File: src/sv/sa_pkg.sv
`timescale 1ns / 1ps
package sa_pkg;
   localparam int MaxSegmentsDefault = 64;
   localparam int PoolBytesDefault   = 65536;
   localparam int SizeW   = 17;
   localparam int AddrW   = 16;
   localparam int StatusW = 3;
   localparam int CountW  = 7;

   typedef enum logic [1:0] {
      OP_ALLOC = 2'd0,
      OP_FREE  = 2'd1,
      OP_QUERY = 2'd2,
      OP_NONE  = 2'd3
   } opcode_type;

   typedef enum logic [1:0] {
      FIT_FIRST = 2'd0,
      FIT_BEST  = 2'd1,
      FIT_WORST = 2'd2,
      FIT_NEXT  = 2'd3
   } fit_type;

   typedef enum logic [2:0] {
      ST_OK       = 3'd0,
      ST_NO_FIT   = 3'd1,
      ST_BAD_ADDR = 3'd2,
      ST_BAD_SIZE = 3'd3,
      ST_FULL     = 3'd4
   } status_type;

   typedef enum logic [3:0] {
      S_IDLE,
      S_SCAN,
      S_DECIDE,
      S_SPLIT_RD,
      S_SHIFT_UP,
      S_SPLIT_WR,
      S_MERGE_RD,
      S_MERGE_NXT,
      S_MERGE_PRV,
      S_SHIFT_DN,
      S_STATS,
      S_OUT
   } state_type;

   localparam logic [1:0] REG_FIT  = 2'd0;
   localparam logic [1:0] REG_POOL = 2'd1;
endpackage

File: src/sv/sa_seg_mem.sv
`timescale 1ns / 1ps
module sa_seg_mem
   import sa_pkg::*;
#(
   parameter int MAX_SEGMENTS = MaxSegmentsDefault,
   parameter int IDX_W        = $clog2(MAX_SEGMENTS),
   parameter int ENT_W        = 1
) (
   input  logic             clock,
   input  logic             wr_en,
   input  logic [IDX_W-1:0] wr_idx,
   input  logic [ENT_W-1:0] wr_data,
   input  logic [IDX_W-1:0] rd_idx,
   output logic [ENT_W-1:0] rd_data
);
   logic [ENT_W-1:0] mem_ff [MAX_SEGMENTS];

   always_ff @(posedge clock) begin
      if (wr_en) begin
         mem_ff[wr_idx] <= wr_data;
      end
      rd_data <= mem_ff[rd_idx];
   end
endmodule

File: src/sv/segment_allocator_fit_policies_unit.sv
`timescale 1ns / 1ps
// Channel   Direction  Beat contents
// req_      in         tdata: opcode[1:0], request_size[18:2], address[34:19]
// rsp_      out        tdata: status, granted_address, small_hole_count, free_bytes,
//                      allocated_bytes, hole_count, largest_hole
// csr_      in         APB: 0x0 fit_mode, 0x4 pool_bytes
// A request runs only the statistics pass (query, zero size, unused opcode), or a
// scan, a shift of the table and the statistics pass as needed. Memory reads are
// registered: a scan or statistics pass reads one entry per cycle, a shift reads
// each entry and then writes it before it takes the next.
// Reset (or a pool_bytes write) leaves one free segment spanning the pool.
// req_tready is low from acceptance until the result beat is taken.
module segment_allocator_fit_policies_unit
   import sa_pkg::*;
#(
   parameter int MAX_SEGMENTS = MaxSegmentsDefault,
   parameter int POOL_BYTES   = PoolBytesDefault
) (
   input  logic        clock,
   input  logic        reset,
   input  logic        req_tvalid,
   output logic        req_tready,
   input  logic [39:0] req_tdata,   // opcode, request_size, address
   output logic        rsp_tvalid,
   input  logic        rsp_tready,
   output logic [87:0] rsp_tdata,   // status, granted_address, small_hole_count,
                                    // free_bytes, allocated_bytes, hole_count,
                                    // largest_hole
   input  logic        csr_psel,
   input  logic        csr_penable,
   input  logic        csr_pwrite,
   input  logic [2:0]  csr_paddr,
   input  logic [31:0] csr_pwdata,
   output logic [31:0] csr_prdata,
   output logic        csr_pready
);
   localparam int IW   = $clog2(MAX_SEGMENTS);
   localparam int CW   = $clog2(MAX_SEGMENTS + 1);
   localparam int EW   = 2 * SizeW + 1;
   localparam logic [CW-1:0] MaxCnt = CW'(MAX_SEGMENTS);
   localparam logic [SizeW-1:0] PoolMax = SizeW'(POOL_BYTES);

   // entry: {alloc, start, size}
   fit_type            fit_ff;
   logic [SizeW-1:0]   pool_ff;
   logic [CW-1:0]      cnt_ff;
   logic [IW-1:0]      rover_ff;
   state_type          st_ff, st_in;

   opcode_type         op_ff;
   logic [SizeW-1:0]   rsz_ff;
   logic [AddrW-1:0]   addr_ff;
   logic [CW-1:0]      i_ff, i_in;       // issued read index
   logic [CW-1:0]      k_ff, k_in;       // index of data arriving
   logic               dv_ff, dv_in;
   logic               found_ff, found_in;
   logic [IW-1:0]      idx_ff, idx_in;
   logic [SizeW-1:0]   slack_ff, slack_in;
   logic [EW-1:0]      sel_ff, sel_in;   // chosen entry
   logic [EW-1:0]      nb_ff, nb_in;     // neighbor scratch
   logic [EW-1:0]      pr_ff, pr_in;     // previous entry during scan
   logic [EW-1:0]      mv_ff, mv_in;     // shift carry
   logic [CW-1:0]      end_ff, end_in;
   status_type         stat_ff, stat_in;
   logic [AddrW-1:0]   gr_ff, gr_in;
   logic [CountW-1:0]  sm_ff, sm_in, hc_ff, hc_in;
   logic [SizeW-1:0]   fb_ff, fb_in, ab_ff, ab_in, lg_ff, lg_in;
   logic [CW-1:0]      cnt_in;
   logic [IW-1:0]      rover_in;

   logic               we;
   logic [IW-1:0]      widx, ridx;
   logic [EW-1:0]      wdat, rdat;

   sa_seg_mem #(.MAX_SEGMENTS(MAX_SEGMENTS), .IDX_W(IW), .ENT_W(EW)) u_mem (
      .clock(clock), .wr_en(we), .wr_idx(widx), .wr_data(wdat),
      .rd_idx(ridx), .rd_data(rdat)
   );

   logic               cfg_wr;
   logic [SizeW-1:0]   cfg_pool;
   assign csr_pready = 1'b1;
   assign cfg_wr = csr_psel && csr_penable && csr_pwrite;
   always_comb begin
      cfg_pool = csr_pwdata[SizeW-1:0];
      if (cfg_pool == '0) cfg_pool = SizeW'(1);
      if (cfg_pool > PoolMax) cfg_pool = PoolMax;
      csr_prdata = '0;
      if (csr_paddr[2] == REG_POOL[0]) csr_prdata[SizeW-1:0] = pool_ff;
      else csr_prdata[1:0] = fit_ff;
   end

   logic          e_al;
   logic [SizeW-1:0] e_st, e_sz, d;
   logic          fits;
   assign e_al = rdat[EW-1];
   assign e_st = rdat[2*SizeW-1:SizeW];
   assign e_sz = rdat[SizeW-1:0];
   assign fits = !e_al && e_sz >= rsz_ff;
   assign d    = e_sz - rsz_ff;

   always_ff @(posedge clock) begin
      if (reset) begin
         st_ff <= S_IDLE;
         fit_ff <= FIT_FIRST;
         pool_ff <= PoolMax;
         cnt_ff <= CW'(1);
         rover_ff <= '0;
      end else begin
         st_ff <= st_in;
         cnt_ff <= cnt_in;
         rover_ff <= rover_in;
         if (cfg_wr && csr_paddr[2] == REG_FIT[0]) fit_ff <= fit_type'(csr_pwdata[1:0]);
         if (cfg_wr && csr_paddr[2] == REG_POOL[0]) begin
            pool_ff <= cfg_pool;
            cnt_ff <= CW'(1);
            rover_ff <= '0;
         end
      end
   end

   always_ff @(posedge clock) begin
      if (req_tvalid && req_tready) begin
         op_ff   <= opcode_type'(req_tdata[1:0]);
         rsz_ff  <= req_tdata[18:2];
         addr_ff <= req_tdata[34:19];
      end
      i_ff <= i_in; k_ff <= k_in; dv_ff <= dv_in;
      found_ff <= found_in; idx_ff <= idx_in; slack_ff <= slack_in;
      sel_ff <= sel_in; nb_ff <= nb_in; pr_ff <= pr_in; mv_ff <= mv_in;
      end_ff <= end_in; stat_ff <= stat_in; gr_ff <= gr_in;
      sm_ff <= sm_in; hc_ff <= hc_in; fb_ff <= fb_in; ab_ff <= ab_in; lg_ff <= lg_in;
   end

   // Entry 0 lives in memory; after reset or a pool reinit it is rewritten on every
   // idle cycle until the next request is taken.
   logic init_ff;
   always_ff @(posedge clock) begin
      if (reset) init_ff <= 1'b1;
      else if (cfg_wr && csr_paddr[2] == REG_POOL[0]) init_ff <= 1'b1;
      else if (st_ff == S_IDLE && req_tvalid) init_ff <= 1'b0;
   end

   logic [CW-1:0] next_k;
   always_comb begin
      st_in = st_ff; i_in = i_ff; k_in = k_ff; dv_in = 1'b0;
      found_in = found_ff; idx_in = idx_ff; slack_in = slack_ff;
      sel_in = sel_ff; nb_in = nb_ff; pr_in = pr_ff; mv_in = mv_ff;
      end_in = end_ff; stat_in = stat_ff; gr_in = gr_ff;
      sm_in = sm_ff; hc_in = hc_ff; fb_in = fb_ff; ab_in = ab_ff; lg_in = lg_ff;
      cnt_in = cnt_ff; rover_in = rover_ff;
      we = 1'b0; widx = '0; wdat = '0; ridx = i_ff[IW-1:0];
      req_tready = 1'b0; rsp_tvalid = 1'b0;
      next_k = k_ff + CW'(1);
      unique case (st_ff)
         S_IDLE: begin
            req_tready = 1'b1;
            if (init_ff) begin
               we = 1'b1; widx = '0; wdat = {1'b0, {SizeW{1'b0}}, pool_ff};
            end
            if (req_tvalid) begin
               i_in = '0; found_in = 1'b0; stat_in = ST_OK; gr_in = '0;
               slack_in = '0; idx_in = '0;
               unique case (opcode_type'(req_tdata[1:0]))
                  OP_ALLOC: begin
                     if (req_tdata[18:2] == '0) begin
                        stat_in = ST_BAD_SIZE; st_in = S_STATS;
                     end else begin
                        st_in = S_SCAN;
                        if (fit_ff == FIT_NEXT)
                           i_in = (CW'(rover_ff) < cnt_ff) ? CW'(rover_ff) : '0;
                     end
                     end_in = i_in;
                  end
                  OP_FREE:  st_in = S_SCAN;
                  default:  st_in = S_STATS;
               endcase
               k_in = i_in;
               if (st_in == S_STATS) begin
                  i_in = '0; k_in = '0;
                  sm_in = '0; hc_in = '0; fb_in = '0; ab_in = '0; lg_in = '0;
               end
            end
         end
         S_SCAN: begin
            // One read issued per cycle; data for k_ff arrives when dv_ff.
            if (!dv_ff) begin
               ridx = i_ff[IW-1:0]; dv_in = 1'b1; k_in = i_ff;
            end else begin
               ridx = k_ff[IW-1:0];
               if (op_ff == OP_FREE) begin
                  if (addr_ff >= e_st[AddrW-1:0] && e_st <= SizeW'(addr_ff) &&
                      SizeW'(addr_ff) - e_st < e_sz) begin
                     found_in = 1'b1; idx_in = k_ff[IW-1:0]; sel_in = rdat;
                     st_in = S_DECIDE;
                  end else begin
                     pr_in = rdat;
                     if (next_k >= cnt_ff) st_in = S_DECIDE;
                     else begin k_in = next_k; i_in = next_k; end
                  end
               end else begin
                  if (fits && (!found_ff || (fit_ff == FIT_BEST && d < slack_ff) ||
                               (fit_ff == FIT_WORST && d > slack_ff))) begin
                     found_in = 1'b1; idx_in = k_ff[IW-1:0]; sel_in = rdat;
                     slack_in = d;
                  end
                  if (next_k >= cnt_ff) next_k = '0;
                  if ((fits && (fit_ff == FIT_FIRST || fit_ff == FIT_NEXT)) ||
                      next_k == end_ff) st_in = S_DECIDE;
                  else begin k_in = next_k; i_in = next_k; end
               end
               if (st_in != S_DECIDE) begin
                  ridx = k_in[IW-1:0]; dv_in = 1'b1;
               end
            end
         end
         S_DECIDE: begin
            if (op_ff == OP_ALLOC) begin
               if (!found_ff) begin
                  stat_in = ST_NO_FIT; st_in = S_STATS;
               end else if (sel_ff[SizeW-1:0] != rsz_ff) begin
                  if (cnt_ff >= MaxCnt) begin
                     stat_in = ST_FULL; st_in = S_STATS;
                  end else begin
                     // Split: write allocated head, then shift tail up inserting remainder.
                     we = 1'b1; widx = idx_ff;
                     wdat = {1'b1, sel_ff[2*SizeW-1:SizeW], rsz_ff};
                     mv_in = {1'b0, sel_ff[2*SizeW-1:SizeW] + rsz_ff,
                              sel_ff[SizeW-1:0] - rsz_ff};
                     k_in = CW'(idx_ff) + CW'(1);
                     gr_in = sel_ff[SizeW+AddrW-1:SizeW];
                     cnt_in = cnt_ff + CW'(1);
                     rover_in = idx_ff + IW'(1);
                     st_in = S_SHIFT_UP; dv_in = 1'b0;
                  end
               end else begin
                  we = 1'b1; widx = idx_ff; wdat = {1'b1, sel_ff[EW-2:0]};
                  gr_in = sel_ff[SizeW+AddrW-1:SizeW];
                  rover_in = (CW'(idx_ff) + CW'(1) < cnt_ff) ? idx_ff + IW'(1) : '0;
                  st_in = S_STATS;
               end
            end else begin
               if (!found_ff || !sel_ff[EW-1]) begin
                  stat_in = ST_BAD_ADDR; st_in = S_STATS;
               end else begin
                  sel_in = {1'b0, sel_ff[EW-2:0]};
                  ridx = idx_ff + IW'(1);
                  st_in = S_MERGE_RD;
               end
            end
            if (st_in == S_STATS) begin
               i_in = '0; k_in = '0; dv_in = 1'b0;
               sm_in = '0; hc_in = '0; fb_in = '0; ab_in = '0; lg_in = '0;
            end
         end
         S_SHIFT_UP: begin
            // Read entry k, write carry at k, carry becomes old entry.
            if (!dv_ff) begin
               if (k_ff >= cnt_ff - CW'(1)) begin
                  we = 1'b1; widx = k_ff[IW-1:0]; wdat = mv_ff;
                  st_in = S_STATS; i_in = '0; k_in = '0;
                  sm_in = '0; hc_in = '0; fb_in = '0; ab_in = '0; lg_in = '0;
               end else begin
                  ridx = k_ff[IW-1:0]; dv_in = 1'b1;
               end
            end else begin
               we = 1'b1; widx = k_ff[IW-1:0]; wdat = mv_ff;
               mv_in = rdat; k_in = next_k;
            end
         end
         S_MERGE_RD: begin
            // rdat is entry idx+1 (garbage if beyond end).
            nb_in = rdat;
            ridx = idx_ff - IW'(1);
            st_in = S_MERGE_NXT;
         end
         S_MERGE_NXT: begin
            // rdat is entry idx-1.
            pr_in = rdat;
            end_in = '0;  // number of entries to remove
            k_in = CW'(idx_ff);
            if (CW'(idx_ff) + CW'(1) < cnt_ff && !nb_ff[EW-1]) begin
               sel_in = {1'b0, sel_ff[2*SizeW-1:SizeW], sel_ff[SizeW-1:0] + nb_ff[SizeW-1:0]};
               end_in = CW'(1);
            end
            st_in = S_MERGE_PRV;
         end
         S_MERGE_PRV: begin
            if (idx_ff != '0 && !pr_ff[EW-1]) begin
               we = 1'b1; widx = idx_ff - IW'(1);
               wdat = {1'b0, pr_ff[2*SizeW-1:SizeW], pr_ff[SizeW-1:0] + sel_ff[SizeW-1:0]};
               k_in = CW'(idx_ff);
               end_in = end_ff + CW'(1);
            end else begin
               we = 1'b1; widx = idx_ff; wdat = sel_ff;
               k_in = CW'(idx_ff) + CW'(1);
            end
            // Rover adjust: each removed entry at r sits at index >= k_in.
            begin
               logic [CW-1:0] r; logic [CW-1:0] c;
               r = CW'(rover_ff); c = cnt_ff;
               if (end_ff != '0) begin  // remove idx+1
                  c = c - CW'(1);
                  if (r >= CW'(idx_ff) + CW'(1) && r > '0) r = r - CW'(1);
                  if (r >= c) r = '0;
               end
               if (idx_ff != '0 && !pr_ff[EW-1]) begin
                  c = c - CW'(1);
                  if (r >= CW'(idx_ff) && r > '0) r = r - CW'(1);
                  if (r >= c) r = '0;
               end
               rover_in = r[IW-1:0];
               cnt_in = c;
            end
            dv_in = 1'b0;
            st_in = (end_in == '0) ? S_STATS : S_SHIFT_DN;
            if (st_in == S_STATS) begin
               i_in = '0; k_in = '0;
               sm_in = '0; hc_in = '0; fb_in = '0; ab_in = '0; lg_in = '0;
            end
         end
         S_SHIFT_DN: begin
            // Copy entry k+end to k, for k below new count.
            if (k_ff >= cnt_ff) begin
               st_in = S_STATS; i_in = '0; k_in = '0; dv_in = 1'b0;
               sm_in = '0; hc_in = '0; fb_in = '0; ab_in = '0; lg_in = '0;
            end else if (!dv_ff) begin
               ridx = IW'(k_ff + end_ff); dv_in = 1'b1;
            end else begin
               we = 1'b1; widx = k_ff[IW-1:0]; wdat = rdat; k_in = next_k;
            end
         end
         S_STATS: begin
            if (dv_ff) begin
               if (e_al) ab_in = ab_ff + e_sz;
               else begin
                  fb_in = fb_ff + e_sz; hc_in = hc_ff + CountW'(1);
                  if (e_sz > lg_ff) lg_in = e_sz;
                  if (op_ff == OP_QUERY && e_sz <= rsz_ff) sm_in = sm_ff + CountW'(1);
               end
               k_in = next_k;
            end
            if (i_ff < cnt_ff) begin
               ridx = i_ff[IW-1:0]; dv_in = 1'b1; i_in = i_ff + CW'(1);
            end else if (!dv_ff) st_in = S_OUT;
         end
         S_OUT: begin
            rsp_tvalid = 1'b1;
            if (rsp_tready) st_in = S_IDLE;
         end
         default: st_in = S_IDLE;
      endcase
   end

   assign rsp_tdata = {4'd0, lg_ff, hc_ff, ab_ff, fb_ff, sm_ff,
                       (stat_ff == ST_OK) ? gr_ff : {AddrW{1'b0}}, stat_ff};

   assert property (@(posedge clock) disable iff (reset) rsp_tvalid |-> !req_tready)
      else $error("ready while a result is pending");
   assert property (@(posedge clock) disable iff (reset) cnt_ff != '0 && cnt_ff <= MaxCnt)
      else $error("segment count out of range");
   assert property (@(posedge clock) disable iff (reset)
      (rsp_tvalid && rsp_tdata[2:0] == ST_OK) |-> (rsp_tdata[59:43] + rsp_tdata[42:26]) == pool_ff)
      else $error("byte totals do not cover the pool");
endmodule

File: config.mk
export PLATFORM = sky130hd
export DESIGN_NAME = segment_allocator_fit_policies_unit
export DESIGN_NICKNAME = d
export VERILOG_FILES = /design/src/sv/sa_pkg.sv /design/src/sv/sa_seg_mem.sv /design/src/sv/segment_allocator_fit_policies_unit.sv
export SDC_FILE = /design/constraint.sdc
export NUM_CORES = 2
export LEC_CHECK = 0
export BUFFER_PORTS_ARGS = -buffer_cell sky130_fd_sc_hd__buf_2
export CAP_MARGIN = 15
export CORE_UTILIZATION = 30
export DETAILED_ROUTE_END_ITERATION = 6
export SLEW_MARGIN = 20
export SYNTH_ARGS = -nofsm -noshare
export SYNTH_HDL_FRONTEND = slang
export SYNTH_SLANG_ARGS = --single-unit
File: constraint.sdc
create_clock -name clock -period 15.92 [get_ports clock]
set_input_delay 3.184 -clock clock [delete_from_list [all_inputs] [get_ports clock]]
set_output_delay 3.184 -clock clock [all_outputs]
set_load 0.1 [all_outputs]
==> flow_summary.ini <==
[floorplanning]
chipHeight_um = 619
coreArea_um2 = 379000
die_w_um = 619
die-area_um2 = 383000
rows = 226
pin_count = 205
initial_core_util = 0.301

[clock_network]
cts_max_level = 5
clk_pin_slew_worst_paths_ns = 0.06
cts_root_buf = clkbuf_16
postCtsResizedCells = 0
cts_tree = built
ctsHoldBuffers = 0
clock_path_buffers = 4
clock_latency_ns = 0.88
cts_buffers = 285
cts_sinks = 2600
post_cts_buffers = 0

[sta]
fmax_ghz = 0.0985
setup_viol = 0
slew_violations = 0
skew_ns = 0.0811
max_slew_margin = 0.252
final.min_clock_period_ns = 10.15
rsz0062_at_grt = no
hold_violations = 0
worstMarginPinSlew_ns = 1.12
min_period_over_period = 0.637
fin_hold_ws_ns = 0.446
finalSetupTns_ns = 0

[synthesis]
synth_seq_area_share = 0.678
synthCells = 9137
yosys_register_bits = 2600
netlist_area_um2 = 114000
ys.flop_type = edfxtp_1
syn_avg_cell_area_um2 = 12.5
synth_edf_count = 2527
synthArstFlopShare = 0
ys.warnings.count = 0
synth.distinct_cells = 107

[cells_and_area]
num-fill-cells = 36800
drive_gt1_frac = 0.102
nets = 9670
syn_to_final_growth_pct = 14.1
final_cells = 14600

[setup_path]
critPathLaunch = idx_ff[0]$_SDFFCE_PN0P_
r2r-end = rover_ff[1]$_SDFFE_PP0P_
r2r_cells = 45
endpoint_kind = register
path_max_fanout = 14
reg2reg_from = idx_ff[0]$_SDFFCE_PN0P_
cp-endpoint = rover_ff[1]$_SDFFE_PP0P_
crit_required_ns = 16.66
crit_type = register to register
path_common_cell = a21o_1
reg2reg_slack_ns = 5.77
critPathLaunchType = register
slowest_stage = edfxtp_1
worst_ep_arrival_time_ns = 10.88
max_stage_delay_ns = 0.74

[route]
route.met2.wl_um = 163000
firstDrtPassIters = 7
first_iter_violations = 10400
ant_nets = 0
drc = 1
wire_per_inst_um = 24.8
top_layer = met5
wl_met1_um = 150000
vias = 77700
drt-vias-per-instance = 5.34
routed_wl_um = 361000
wl_met3_um = 34100

[global_routing]
grtUsageTotal = 0.181
grt_pass1_wl_um = 510000
antenna_found_initial = 16
grt_overflow = 0
grt_max_degree = 161
grt_pass1_vias = 71100

[hold_path]
hold_class = register to register

[placement]
place_congestion = 0.894
place_hpwl_um = 205000
port_buffers = 162
placedCellCount = 14000

[status]
outcome = complete, but fails checks
failed_checks = design-rule violations

[job]
maxCapViolations = 0
[through the flow]
stage	utilization	area, µm²	setup WS [ns]
3_5_place_dp	0.321	121000	5.95
6_report	0.344	130000	5.77
5_1_grt	0.344	130000	4.87
3_3_place_gp	0.320	121000	5.85
2_1_floorplan	-	114000	7.12
4_1_cts	0.344	130000	5.91
[cells by family after synthesis]
| family | share of synthesized area |
|---|---|
| XOR/XNOR | 0.0137 |
| flip-flops | 0.678 |
| AO/OA/AOI/OAI | 0.0784 |
| buffers and inverters | 0.0308 |
| AND/OR/NAND/NOR | 0.147 |
| adder cells (fa/ha/maj) | 0.0310 |
| multiplexers | 0.0217 |
| other | 0.0000658 |
[worst min path at each step]
| stage | startpoint | to | slack, ns | depth (start not counted) |
|---|---|---|---|---|
| floorplan | init_ff$_SDFFE_PP1P_ | init_ff$_SDFFE_PP1P_ | 0.42 | 2 |
| global placement | init_ff$_SDFFE_PP1P_ | init_ff$_SDFFE_PP1P_ | 0.43 | 2 |
| detailed placement | init_ff$_SDFFE_PP1P_ | init_ff$_SDFFE_PP1P_ | 0.43 | 2 |
| CTS | init_ff$_SDFFE_PP1P_ | init_ff$_SDFFE_PP1P_ | 0.44 | 2 |
| global route | init_ff$_SDFFE_PP1P_ | init_ff$_SDFFE_PP1P_ | 0.46 | 2 |
| finish | init_ff$_SDFFE_PP1P_ | init_ff$_SDFFE_PP1P_ | 0.45 | 2 |
[area by class of cell]
type | instances | area, µm² | area share
flip-flops and latches | 2600 | 77300 | 0.594
clock inverters | 142 | 1100 | 0.00847
multi-input cells | 5796 | 34200 | 0.262
inverters | 216 | 811 | 0.00622
diodes | 9 | 22.5 | 0.000173
well taps | 5016 | 6280 | 0.0482
clock buffers | 363 | 7650 | 0.0587
repair buffers | 412 | 2860 | 0.0220
[cells in the final DEF (no fill, tap or decap), types with 68 or more instances in the layout]
master and instances:
xnor2_1 114, o21ai_0 130, inv_1 213, dfxtp_1 73, nand2_1 1998, o22ai_1 72
nor2_4 68, nor3_1 72, clkbuf_16 291, buf_2 163, ha_1 268, mux2i_1 240
and3_1 141, buf_4 235, and2_1 69, a21oi_1 299, nor2_1 252, nand3_1 966
a31oi_1 116, edfxtp_1 2527
[synthesized netlist by cell type (17+ instances only)]
master | instances | area share
a211oi_1 | 40 | 0.0026
buf_1 | 28 | 0.00092
o31ai_1 | 22 | 0.0014
edfxtp_1 | 2527 | 0.66
nand2b_1 | 31 | 0.0017
a21o_1 | 53 | 0.0035
buf_2 | 290 | 0.013
dfxtp_1 | 73 | 0.013
o21ai_1 | 19 | 0.00083
a22oi_1 | 18 | 0.0012
nand3_1 | 967 | 0.042
nor4_1 | 31 | 0.0017
a222oi_1 | 48 | 0.0042
and2_1 | 70 | 0.0038
o21a_1 | 21 | 0.0014
a221oi_1 | 31 | 0.0024
a32oi_1 | 24 | 0.0018
xor2_1 | 58 | 0.0045
buf_4 | 62 | 0.0041
a21boi_0 | 20 | 0.0013
o22ai_1 | 73 | 0.0040
nand4_1 | 51 | 0.0028
clkbuf_1 | 154 | 0.0051
a31oi_1 | 117 | 0.0064
inv_1 | 213 | 0.0070
o21ai_0 | 138 | 0.0061
xnor2_1 | 114 | 0.0087
and3_1 | 141 | 0.0077
ha_1 | 268 | 0.029
mux2i_1 | 240 | 0.021
nand2_1 | 2020 | 0.066
o311ai_0 | 18 | 0.0014
a221o_1 | 17 | 0.0015
a311oi_1 | 67 | 0.0051
nor2_1 | 321 | 0.011
nor3_1 | 73 | 0.0032
o221ai_1 | 37 | 0.0028
a22o_1 | 36 | 0.0028
nor2b_1 | 33 | 0.0018
o21bai_1 | 28 | 0.0018
a21oi_1 | 301 | 0.013
[layer usage]
metal	global-route usage	vias to the layer above
li1	-	34300
met3	0.0274	586
met1	0.252	38800
met2	0.287	4054
met5	0	-
met4	0.0623	2
[sequential cells by signal, indices dropped and copies added, names as in the netlist, 16 cells and up]
signal / flops
mv_ff: 35
addr_ff: 16
gr_ff: 16
slack_ff: 17
sel_ff: 35
u_mem.rd_data: 35
lg_ff: 17
nb_ff: 18
ab_ff: 17
pool_ff: 17
fb_ff: 17
pr_ff: 35
u_mem.mem_ff: 2240
rsz_ff: 17
[worst max-delay path: cells and delay by family (launching register included)]
kind	cells	cell delay, ns
flops	1	0.74
xor+xnor	2	0.40
buf+inv	2	0.40
simple gates	13	2.20
compound gates	22	4.23
fa+ha+maj	6	2.09
Power is not shown: default switching activity piles up to over one toggle a cycle in this logic, so the estimate is an artifact.
